--- src/hw/rtl/hssc_pkg.sv ---
// Shared types for the heap segment sweep and coalesce unit.
// Holds the input word, result word and the command passed from front to back.
// No dependencies.
package hssc_pkg;

    // One block header as it arrives from heap memory.
    typedef struct packed {
        logic        segment_start;
        logic [16:0] payload_size;
        logic        is_live;
    } t_in;

    // One write-back and free-list word per header.
    typedef struct packed {
        logic        block_free;
        logic        run_closed;
        logic [15:0] run_offset;
        logic [16:0] run_payload;
        logic        segment_done;
        logic        overrun;
        logic [16:0] free_total;
        logic        ignored;
    } t_out;

    // How the front part classified a header.
    typedef enum logic [1:0] {
        K_BLOCK     = 2'd0,
        K_OVERRUN   = 2'd1,
        K_EXHAUSTED = 2'd2,
        K_IGNORED   = 2'd3
    } t_kind;

    // Classified header handed from the front part to the back part.
    typedef struct packed {
        logic        seg_start;
        t_kind       kind;
        logic        live;
        logic        last;
        logic [15:0] head;
        logic [16:0] size;
    } t_cmd;

endpackage

--- src/hw/rtl/hssc_fifo.sv ---
// Small register queue used between the front and back parts and at the output.
// Generic width and depth; no package dependencies.
module hssc_fifo #(
    parameter int WIDTH = 8,
    parameter int DEPTH = 2
) (
    input  logic             i_clk,
    input  logic             i_rst_n,
    input  logic             i_push,
    input  logic [WIDTH-1:0] i_data,
    output logic             o_full,
    input  logic             i_pop,
    output logic [WIDTH-1:0] o_data,
    output logic             o_empty
);

    localparam int PW = (DEPTH > 1) ? $clog2(DEPTH) : 1;
    localparam int CNTW = $clog2(DEPTH + 1);

    logic [WIDTH-1:0] r_mem [DEPTH];
    logic [PW-1:0]    r_wr_ptr, n_wr_ptr;
    logic [PW-1:0]    r_rd_ptr, n_rd_ptr;
    logic [CNTW-1:0]  r_count, n_count;
    logic             wr_en;
    logic             rd_en;

    assign o_full  = (r_count == CNTW'(DEPTH));
    assign o_empty = (r_count == '0);
    assign wr_en   = i_push && !o_full;
    assign rd_en   = i_pop && !o_empty;
    assign o_data  = r_mem[r_rd_ptr];

    // Pointer and fill count update; pointers wrap at the depth.
    always_comb begin
        n_wr_ptr = r_wr_ptr;
        n_rd_ptr = r_rd_ptr;
        n_count  = r_count;
        if (wr_en) begin
            n_wr_ptr = (r_wr_ptr == PW'(DEPTH - 1)) ? '0 : r_wr_ptr + 1'b1;
        end
        if (rd_en) begin
            n_rd_ptr = (r_rd_ptr == PW'(DEPTH - 1)) ? '0 : r_rd_ptr + 1'b1;
        end
        if (wr_en && !rd_en) begin
            n_count = r_count + 1'b1;
        end else if (rd_en && !wr_en) begin
            n_count = r_count - 1'b1;
        end
    end

    always_ff @(posedge i_clk) begin
        if (!i_rst_n) begin
            r_wr_ptr <= '0;
            r_rd_ptr <= '0;
            r_count  <= '0;
        end else begin
            r_wr_ptr <= n_wr_ptr;
            r_rd_ptr <= n_rd_ptr;
            r_count  <= n_count;
        end
    end

    // Storage needs no reset.
    always_ff @(posedge i_clk) begin
        if (wr_en) begin
            r_mem[r_wr_ptr] <= i_data;
        end
    end

endmodule

--- src/hw/rtl/hssc_front.sv ---
// Front part: walks the byte cursor and classifies each accepted header.
// Depends on hssc_pkg for the input word and command types.
module hssc_front #(
    parameter int SEGMENT_BYTES = 65536,
    parameter int HEADER_BYTES  = 16
) (
    input  logic           i_clk,
    input  logic           i_rst_n,
    input  logic           i_accept,
    input  hssc_pkg::t_in  i_item,
    output hssc_pkg::t_cmd o_cmd
);

    import hssc_pkg::*;

    localparam int CW = $clog2(SEGMENT_BYTES + 1);
    localparam int EW = ((CW > 17) ? CW : 17) + 2;

    logic [CW-1:0] r_cursor, n_cursor;
    logic          r_walk_done, n_walk_done;
    logic [EW-1:0] cur;
    logic [EW-1:0] hdr_end;
    logic [EW-1:0] blk_end;
    logic [EW-1:0] next_hdr_end;
    logic          done;

    // A segment start clears the walk before this header is looked at.
    always_comb begin
        cur          = i_item.segment_start ? '0 : {{(EW - CW){1'b0}}, r_cursor};
        done         = !i_item.segment_start && r_walk_done;
        hdr_end      = cur + EW'(HEADER_BYTES);
        blk_end      = hdr_end + EW'(i_item.payload_size);
        next_hdr_end = blk_end + EW'(HEADER_BYTES);
    end

    // Classification and next cursor.
    always_comb begin
        o_cmd.seg_start = i_item.segment_start;
        o_cmd.live      = i_item.is_live;
        o_cmd.head      = cur[15:0];
        o_cmd.size      = i_item.payload_size;
        o_cmd.last      = 1'b0;
        n_cursor        = cur[CW-1:0];
        n_walk_done     = 1'b1;
        priority if (done) begin
            o_cmd.kind = K_IGNORED;
            n_cursor   = r_cursor;
        end else if (hdr_end > EW'(SEGMENT_BYTES)) begin
            o_cmd.kind = K_EXHAUSTED;
        end else if (blk_end > EW'(SEGMENT_BYTES)) begin
            o_cmd.kind = K_OVERRUN;
        end else begin
            o_cmd.kind  = K_BLOCK;
            o_cmd.last  = (next_hdr_end > EW'(SEGMENT_BYTES));
            n_cursor    = blk_end[CW-1:0];
            n_walk_done = o_cmd.last;
        end
    end

    always_ff @(posedge i_clk) begin
        if (!i_rst_n) begin
            r_cursor    <= '0;
            r_walk_done <= 1'b0;
        end else if (i_accept) begin
            r_cursor    <= n_cursor;
            r_walk_done <= n_walk_done;
        end
    end

endmodule

--- src/hw/rtl/hssc_back.sv ---
// Back part: keeps the open free run and the free total, builds each result word.
// Depends on hssc_pkg for the command and result types.
module hssc_back #(
    parameter int HEADER_BYTES = 16
) (
    input  logic           i_clk,
    input  logic           i_rst_n,
    input  logic           i_fire,
    input  hssc_pkg::t_cmd i_cmd,
    output hssc_pkg::t_out o_result
);

    import hssc_pkg::*;

    logic        r_run_open, n_run_open;
    logic [15:0] r_run_head, n_run_head;
    logic [16:0] r_run_size, n_run_size;
    logic [16:0] r_free_sum, n_free_sum;
    logic        run_open;
    logic [16:0] free_sum;
    logic [16:0] ext_size;
    logic [15:0] ext_head;
    logic        do_close;
    logic [15:0] close_head;
    logic [16:0] close_size;
    logic [16:0] closed_sum;

    // A segment start sees an empty run and a zero total.
    always_comb begin
        run_open = !i_cmd.seg_start && r_run_open;
        free_sum = i_cmd.seg_start ? '0 : r_free_sum;
        ext_size = run_open ? (r_run_size + 17'(HEADER_BYTES) + i_cmd.size) : i_cmd.size;
        ext_head = run_open ? r_run_head : i_cmd.head;
    end

    // Decide which run closes with this word and how the run state moves.
    always_comb begin
        do_close   = 1'b0;
        close_head = r_run_head;
        close_size = r_run_size;
        n_run_open = run_open;
        n_run_head = r_run_head;
        n_run_size = r_run_size;
        unique case (i_cmd.kind)
            K_BLOCK: begin
                if (i_cmd.live) begin
                    do_close   = run_open;
                    n_run_open = 1'b0;
                end else begin
                    close_head = ext_head;
                    close_size = ext_size;
                    do_close   = i_cmd.last;
                    n_run_open = !i_cmd.last;
                    n_run_head = ext_head;
                    n_run_size = ext_size;
                end
            end
            K_OVERRUN, K_EXHAUSTED: begin
                do_close   = run_open;
                n_run_open = 1'b0;
            end
            default: begin
                n_run_open = r_run_open;
            end
        endcase
        closed_sum = free_sum + close_size + 17'(HEADER_BYTES);
        n_free_sum = do_close ? closed_sum : free_sum;
    end

    // Result word for this header.
    always_comb begin
        o_result.block_free   = (i_cmd.kind == K_BLOCK) && !i_cmd.live;
        o_result.run_closed   = do_close;
        o_result.run_offset   = do_close ? close_head : '0;
        o_result.run_payload  = do_close ? close_size : '0;
        o_result.segment_done = (i_cmd.kind != K_BLOCK) || i_cmd.last;
        o_result.overrun      = (i_cmd.kind == K_OVERRUN);
        o_result.free_total   = n_free_sum;
        o_result.ignored      = (i_cmd.kind == K_IGNORED);
    end

    always_ff @(posedge i_clk) begin
        if (!i_rst_n) begin
            r_run_open <= 1'b0;
            r_run_head <= '0;
            r_run_size <= '0;
            r_free_sum <= '0;
        end else if (i_fire) begin
            r_run_open <= n_run_open;
            r_run_head <= n_run_head;
            r_run_size <= n_run_size;
            r_free_sum <= n_free_sum;
        end
    end

endmodule

--- src/hw/rtl/heap_segment_sweep_coalesce_unit.sv ---
// Sweep phase of a mark-sweep collector with free-block coalescing, one header
// per cycle while full is low. An accepted header is classified by the front part
// in the cycle it is pushed (adds and compares against the byte cursor), waits
// in a two-word command queue, and is carried out by the back part (run merge and
// free total, one add chain) into a two-word result queue. Sustained rate is one
// word per cycle on both sides while results are popped; a header's command is
// registered in the command queue and its result word in the result queue. Full
// rises only when the back part is held up by a result that is not popped.
// Depends on hssc_pkg, hssc_fifo, hssc_front and hssc_back.
module heap_segment_sweep_coalesce_unit #(
    parameter int SEGMENT_BYTES = 65536,
    parameter int HEADER_BYTES  = 16
) (
    input  logic           i_clk,
    input  logic           i_rst_n,
    input  logic           push,
    output logic           full,
    input  hssc_pkg::t_in  i_item,
    input  logic           pop,
    output logic           empty,
    output hssc_pkg::t_out o_result
);

    import hssc_pkg::*;

    localparam int QUEUE_DEPTH = 2;

    logic  in_accept;
    t_cmd  front_cmd;
    t_cmd  queue_cmd;
    logic  cmd_empty;
    logic  res_full;
    logic  back_fire;
    t_out  back_result;

    assign in_accept = push && !full;
    assign back_fire = !cmd_empty && !res_full;

    // Front part: cursor walk and classification.
    hssc_front #(
        .SEGMENT_BYTES(SEGMENT_BYTES),
        .HEADER_BYTES (HEADER_BYTES)
    ) u_front (
        .i_clk   (i_clk),
        .i_rst_n (i_rst_n),
        .i_accept(in_accept),
        .i_item  (i_item),
        .o_cmd   (front_cmd)
    );

    // Command queue between the two parts.
    hssc_fifo #(
        .WIDTH($bits(t_cmd)),
        .DEPTH(QUEUE_DEPTH)
    ) u_cmd_queue (
        .i_clk  (i_clk),
        .i_rst_n(i_rst_n),
        .i_push (in_accept),
        .i_data (front_cmd),
        .o_full (full),
        .i_pop  (back_fire),
        .o_data (queue_cmd),
        .o_empty(cmd_empty)
    );

    // Back part: run coalescing and free total.
    hssc_back #(
        .HEADER_BYTES(HEADER_BYTES)
    ) u_back (
        .i_clk   (i_clk),
        .i_rst_n (i_rst_n),
        .i_fire  (back_fire),
        .i_cmd   (queue_cmd),
        .o_result(back_result)
    );

    // Result queue toward the consumer.
    hssc_fifo #(
        .WIDTH($bits(t_out)),
        .DEPTH(QUEUE_DEPTH)
    ) u_res_queue (
        .i_clk  (i_clk),
        .i_rst_n(i_rst_n),
        .i_push (back_fire),
        .i_data (back_result),
        .o_full (res_full),
        .i_pop  (pop),
        .o_data (o_result),
        .o_empty(empty)
    );

    // An ignored word always reports the walk as finished.
    a_ignored_done: assert property (@(posedge i_clk) disable iff (!i_rst_n)
        (!empty && o_result.ignored) |-> (o_result.segment_done && !o_result.block_free))
        else $error("ignored word without segment_done");

    // An overrun ends the walk and leaves the header in use.
    a_overrun_done: assert property (@(posedge i_clk) disable iff (!i_rst_n)
        (!empty && o_result.overrun) |-> (o_result.segment_done && !o_result.block_free))
        else $error("overrun word inconsistent");

    // Run fields are zero unless a run closes.
    a_run_fields: assert property (@(posedge i_clk) disable iff (!i_rst_n)
        (!empty && !o_result.run_closed) |->
            (o_result.run_offset == 16'd0 && o_result.run_payload == 17'd0))
        else $error("run fields set without run_closed");

    // A word moved by the back part is waiting in the result queue next cycle.
    a_back_delivers: assert property (@(posedge i_clk) disable iff (!i_rst_n)
        back_fire |=> !empty)
        else $error("back part word lost");

endmodule
--- config.mk ---
export PLATFORM = sky130hd
export DESIGN_NAME = heap_segment_sweep_coalesce_unit
export DESIGN_NICKNAME = d
export VERILOG_FILES = /design/src/hw/rtl/hssc_pkg.sv /design/src/hw/rtl/hssc_fifo.sv /design/src/hw/rtl/hssc_front.sv /design/src/hw/rtl/hssc_back.sv /design/src/hw/rtl/heap_segment_sweep_coalesce_unit.sv
export SDC_FILE = /design/constraint.sdc
export NUM_CORES = 1
export LEC_CHECK = 0
export BUFFER_PORTS_ARGS = -buffer_cell sky130_fd_sc_hd__buf_2
export CAP_MARGIN = 20
export CORE_UTILIZATION = 40
export CTS_BUF_LIST = sky130_fd_sc_hd__clkbuf_4
export DETAILED_ROUTE_END_ITERATION = 16
export PLACE_DENSITY = 0.6
export SYNTH_ARGS = -nofsm -noshare
export SYNTH_HDL_FRONTEND = slang
export SYNTH_SLANG_ARGS = --single-unit
--- constraint.sdc ---
create_clock -name i_clk -period 13.8 [get_ports i_clk]
set_clock_uncertainty 0.1 [all_clocks]
set_input_delay 0.69 -clock i_clk [delete_from_list [all_inputs] [get_ports i_clk]]
set_output_delay 0.69 -clock i_clk [all_outputs]
set_load 0.02 [all_outputs]
# After elaboration in Yosys (flattened, before gate mapping)

Memories as Yosys holds them, arrays and structs flattened. A register that Yosys moved wholly into a read port is not among the register bits.
Cells that the tools add are included.

Memories kept: 2
Register bits: 77
Input port bits: 23
RAM bits: 186
Output and inout bits: 57

Memories:

| memory            | words | width | read ports | clocked after Yosys merged registers in | wr ports | RTL line        | source |
|---|---|---|---|---|---|---|---|
| u_res_queue.r_mem | 2     | 55    | 1          | 1                                       | 1        | hssc_fifo.sv:20 | `logic [WIDTH-1:0] r_mem [DEPTH];` |
| u_cmd_queue.r_mem | 2     | 38    | 1          | 1                                       | 1        | hssc_fifo.sv:20 |  |

Mux-type cells: 42
Reduce and logical (&&, ||, !) cells: 36
$add $sub $neg: 15
Magnitude comparators: 3
Equality and inequality tests: 5
Bitwise operators: 1

Operators by type and width:

| cell                                                 | count |
|---|---|
| two-way mux 17 bit                                   | 9 |
| two-way mux 16 bit                                   | 4 |
| > comparator 19 x 17 -> 1 bit, second input constant | 3 |
| adder 19 x 5 -> 19 bit, second input constant        | 2 |
| adder 17 bit                                         | 2 |
| adder 17 x 5 -> 17 bit, second input constant        | 2 |
| two-way mux 1 bit                                    | 21 |
| adder 19 x 17 -> 19 bit                              | 1 |
| logical AND 1 bit                                    | 13 |
| logical NOT 1 bit                                    | 12 |
| two-way mux 2 bit                                    | 6 |
| equality test 2 bit, second input constant           | 4 |
| nonzero test 2 bit                                   | 4 |
| logical NOT 2 bit                                    | 3 |
| adder 1 bit, second input constant                   | 4 |
| adder 2 x 1 -> 2 bit, second input constant          | 2 |
| case mux 1 bit (2 select lines)                      | 2 |
| AND reduction 2 bit                                  | 2 |
| subtractor 2 x 1 -> 2 bit, second input constant     | 2 |
| equality test 2 x 1 -> 1 bit, second input constant  | 1 |
| OR reduction 2 bit                                   | 1 |
| logical OR 1 bit                                     | 1 |
| inverter 1 bit                                       | 1 |

# Depth between registers and ports, before layout

Depth in word-level cells: 8
Mapped depth: 29

# By module

From an unflattened synthesis, not the netlist that was laid out.

Cells, all modules: 1312
Area total of the unflattened synthesis: 14468.9 µm²

Modules (own cells, without submodules):

| module                           | area each (µm²) | seq. area each (µm²) | instances | cells an instance |
|---|---|---|---|---|
| hssc_back                        | 4795.8          | 1021.0               | 1         | 650 |
| hssc_fifo at u_res_queue         | 4217.8          | 3403.3               | 1         | 196 |
| hssc_fifo at u_cmd_queue         | 2971.6          | 2382.3               | 1         | 143 |
| hssc_front                       | 2466.1          | 360.3                | 1         | 321 |
| heap_segment_sweep_coalesce_unit | 17.5            | 0.0                  | 1         | 2 |

# Least setup slack after synthesis

No wires, ideal clock.

Kind: register to register
From: reg with a tool-made name
To: mem u_res_queue.r_mem[0][17] (netlist name), data pin
Setup slack: 7.893 ns
Buffers on the path: 2
Stages on the path, launching flop included: 28
Setup time: 0.269 ns
Arrival time: 5.538 ns
Cell sequence: dfxtp_1 -> clkbuf_1 -> buf_1 -> mux2_2 -> ha_1 -> ha_1 -> inv_1 -> fa_1 -> nor2b_1 -> o21ai_1 -> a21boi_0 -> o21ai_0 -> a21boi_1 -> o21ai_0 -> o21ai_1 -> a311oi_1 -> mux2i_1 -> a221oi_1 -> inv_1 -> ha_1 -> ha_1 -> and3_1 -> a21oi_1 -> a31oi_1 -> xor2_1 -> nand4_1 -> a21boi_1 -> xor2_1

RTL lines:

| element       | RTL line |
|---|---|
| end, declared | hssc_fifo.sv:20 |

==> metrics.txt <==
RSZ-0062 raised after global routing false; number of port buffers a little under 80; Max Slew Vio Count 0; Peak VDD IR around 0.1 mV; worst min path class primary input to flop; I/O pin cnt 80; Finished Layout Cells 1839; Max Fanout on Critical Path 38; Slew HR ~46%; static leakage 6.122 nW; Num CTS Buffers 72; commonest non-fill, non-tap cell in the layout edfxtp_1; FMAX approximately 160 MHz; nets@finish 1442; Synth Area in Simple Gates 12.79%; post-synthesis async set-or-reset flop share 0%; final RePlAce weighted congestion around 0.8; clock sinks 265; main combinational cell family by area after synthesis simple AND/OR/NAND/NOR gates; Synth Area in Compound Gates about an eighth; period utilization 45.26%; routed wire length between 30000 and 40000 microns; arrival time at the worst endpoint 6.55 ns; Sw Pwr roughly 0.0011 W; hold_buf cts 0; depth of the worst hold-timing path 1; Synth Register Bits ~270; reg2reg setup slack about 7.6 ns; Synth Area per Inst 11.22 sq um; Syn-to-layout area delta 13.65%; gr usage total about 18%; H-tree levels 3; antenna violations before repair 2; crit end category flop; area leader, netlist edfxtp_1; number of global-route vias before repair between 9000 and 10000; minimum clock period 6.246 ns; clk slew on worst S/H paths roughly 0.06 ns; DRC viols 0; initial drt markers 460; die area 35080 sq um; RR Endpoint u_res_queue.r_mem[0][17]$_DFFE_PP_; remaining global-route overflow 0; Comb pwr share 38.2%; sequential area share after synthesis a little over half; Antenna Nets Post-Route 0; Sw Ratio between 30% and 40%; # setup viols final 0; post-synthesis cell area approximately 14000 sq um; routed vias approximately 9600; sequential share of power between 30% and 40%; number of library cell types mapped by synthesis 69; Clock Power Share a little under a quarter; Root Buffer clkbuf_4; worst-case clock buffer depth 3; Post-Synth XOR/XNOR Area 3.636%; critical path launch point type flop; Core Box Area between 30000 and 40000 sq um; status finished clean; CP required around 14 ns; routed length per placed instance 16.79 microns; pwr dens 194.4 nW/um^2; Initial Util 40.85%; Hold Startpoint i_item[12]; vias per cell about 5.2; top-area cell type share of the netlist area between 40% and 50%; Placed Cells incl. Taps around 1700; layout cell share with drive strength beyond 1 a little under a quarter; pin count of the biggest net entering global routing 50; die span in x between 150 and 200 microns; TNS Setup 0 ns; clock latency on the worst-skew pair between 0.6 and 0.7 ns; r2r worst-path depth 26; number of synthesized flops with an enable pin roughly 190; Final Hold Vio Count 0; mux contribution to synthesized area between 8 and 9%; CTS tree done; Max Cap Violations 0; Synthesized Nets 1334; Syn Inst Count 1224; main area contributors after synthesis edfxtp_1 41%, dfxtp_1 12%, ha_1 7.7%; site row count 67; cts repair resizes 0; cell-internal power 0.001913 W; most frequent cells in the layout 186 x edfxtp_1, 126 x nand2_1, 115 x clkbuf_4; number of synthesis warnings 0; adder-cell share of the synthesized area 8.091%; die height approximately 190 microns; crit path kind flop to flop; Worst-Margin Slew approximately 0.8 ns; DP Wirelength about 21000 microns; Detailed Routing Iterations Pass 1 5; Worst Hold Path EP u_cmd_queue.r_mem[0][11]$_DFFE_PP_; first-pass GRT wire length slightly below 50000 microns; postcts setup bufs 0; main flop type after synthesis edfxtp_1
## worst max path at each step
stage | to | startpoint | cells after the start
finish | u_res_queue.r_mem[0][17]$_DFFE_PP_ | flop | 26
global route | u_res_queue.r_mem[0][17]$_DFFE_PP_ | flop | 26
CTS | u_res_queue.r_mem[0][17]$_DFFE_PP_ | flop | 26
detailed placement | u_res_queue.r_mem[0][17]$_DFFE_PP_ | flop | 26
global placement | u_res_queue.r_mem[0][17]$_DFFE_PP_ | flop | 26
floorplan | u_res_queue.r_mem[0][17]$_DFFE_PP_ | flop | 27
## cell type report
class	instances	area, sq um
tap	448	560.5
clock buffer	115	863.3
sequential	265	7169
fill	3155	18010
antenna	2	5.005
inverter	38	142.6
clock inverter	16	103.9
timing repair buffer	97	575.6
multi-input combinational	858	6186
## registers in the layout (all words and copies together), names as in the netlist, 2 cells and up, named ones only
| register | count |
|---|---|
| u_back.r_run_size | 17 |
| u_res_queue.r_mem | 110 |
| u_front.r_cursor | 17 |
| u_back.r_free_sum | 17 |
| u_cmd_queue.r_count | 2 |
| u_res_queue.r_count | 2 |
| u_back.r_run_head | 16 |
| u_cmd_queue.r_mem | 76 |
## power groups by stage
| stage | registers [W] | logic, W | clock network, W |
|---|---|---|---|
| final | 0.00116 | 0.00116 | 0.000719 |
| after global routing | 0.00118 | 0.00127 | 0.000782 |
| after CTS | 0.00116 | 0.00117 | 0.000741 |
| after detailed placement | 0.00118 | 0.00116 | 0 |
| after global placement | 0.00117 | 0.00114 | 0 |
| after floorplan | 0.00115 | 0.000850 | 0 |
## routing by layer
layer / up-vias / GRT usage [%] / wire length [microns]
li1: 4766 / - / -
met1: 4581 / 23.95 / 14560
met2: 225 / 28.04 / 14060
met3: 52 / 3.902 / 1676
met4: 0 / 6.116 / 583
met5: - / 0 / 0
## cell usage after synthesis (21+ instances only)
cell / count
o21ai_0: 29
and2_1: 25
xnor2_1: 33
a21oi_1: 66
mux2i_1: 27
nor2b_1: 21
clkbuf_1: 51
a211oi_1: 47
inv_1: 36
edfxtp_1: 186
mux2_2: 77
nand2_1: 126
ha_1: 84
dfxtp_1: 79
xor2_1: 24
nor2_1: 105
## per-stage QoR
| stage | setup slack, ns | total power, W | utilization, % | cell area (sq um) | hold WS (ns) |
|---|---|---|---|---|---|
| 6_report | 7.554 | 0.003034 | 46.43 | 15610 | 0.1547 |
| 5_1_grt | 6.999 | 0.003233 | 46.43 | 15610 | 0.1015 |
| 4_1_cts | 7.582 | 0.003071 | 46.41 | 15600 | 0.09182 |
| 3_5_place_dp | 7.577 | 0.002338 | 43.53 | 14630 | 0.3437 |
| 3_3_place_gp | 7.653 | 0.002311 | 43.33 | 14570 | 0.3384 |
| 2_1_floorplan | 7.893 | 0.002004 | - | 13730 | 0.3317 |
## logic make-up (layout without fill, tap and decap cells)
family          count (synthesis)  count (layout)
xor+xnor                       57              57
fa+ha+maj                      87              87
other cells                     0               2
compound gates                237             237
simple gates                  373             373
flops                         265             265
mux                           104             104
buf+inv                       101             266
## worst max-delay path, cell delays in order (launching register included)
cell	delay [ns]
dfxtp_2	0.31
buf_4	0.50
mux2_2	0.43
ha_1	0.28
ha_1	0.16
inv_1	0.06
fa_1	0.40
nor2b_1	0.14
o21ai_1	0.08
a21boi_0	0.23
o21ai_0	0.14
a21boi_1	0.19
o21ai_0	0.14
o21ai_1	0.27
a311oi_1	0.16
mux2i_1	0.14
a221oi_1	0.35
inv_1	0.09
ha_1	0.30
ha_1	0.36
and3_1	0.19
a21oi_1	0.16
a31oi_1	0.13
xor2_1	0.17
nand4_1	0.09
a21boi_1	0.29
xor2_1	0.12
Note: power is estimated with default switching activity, not from simulation.
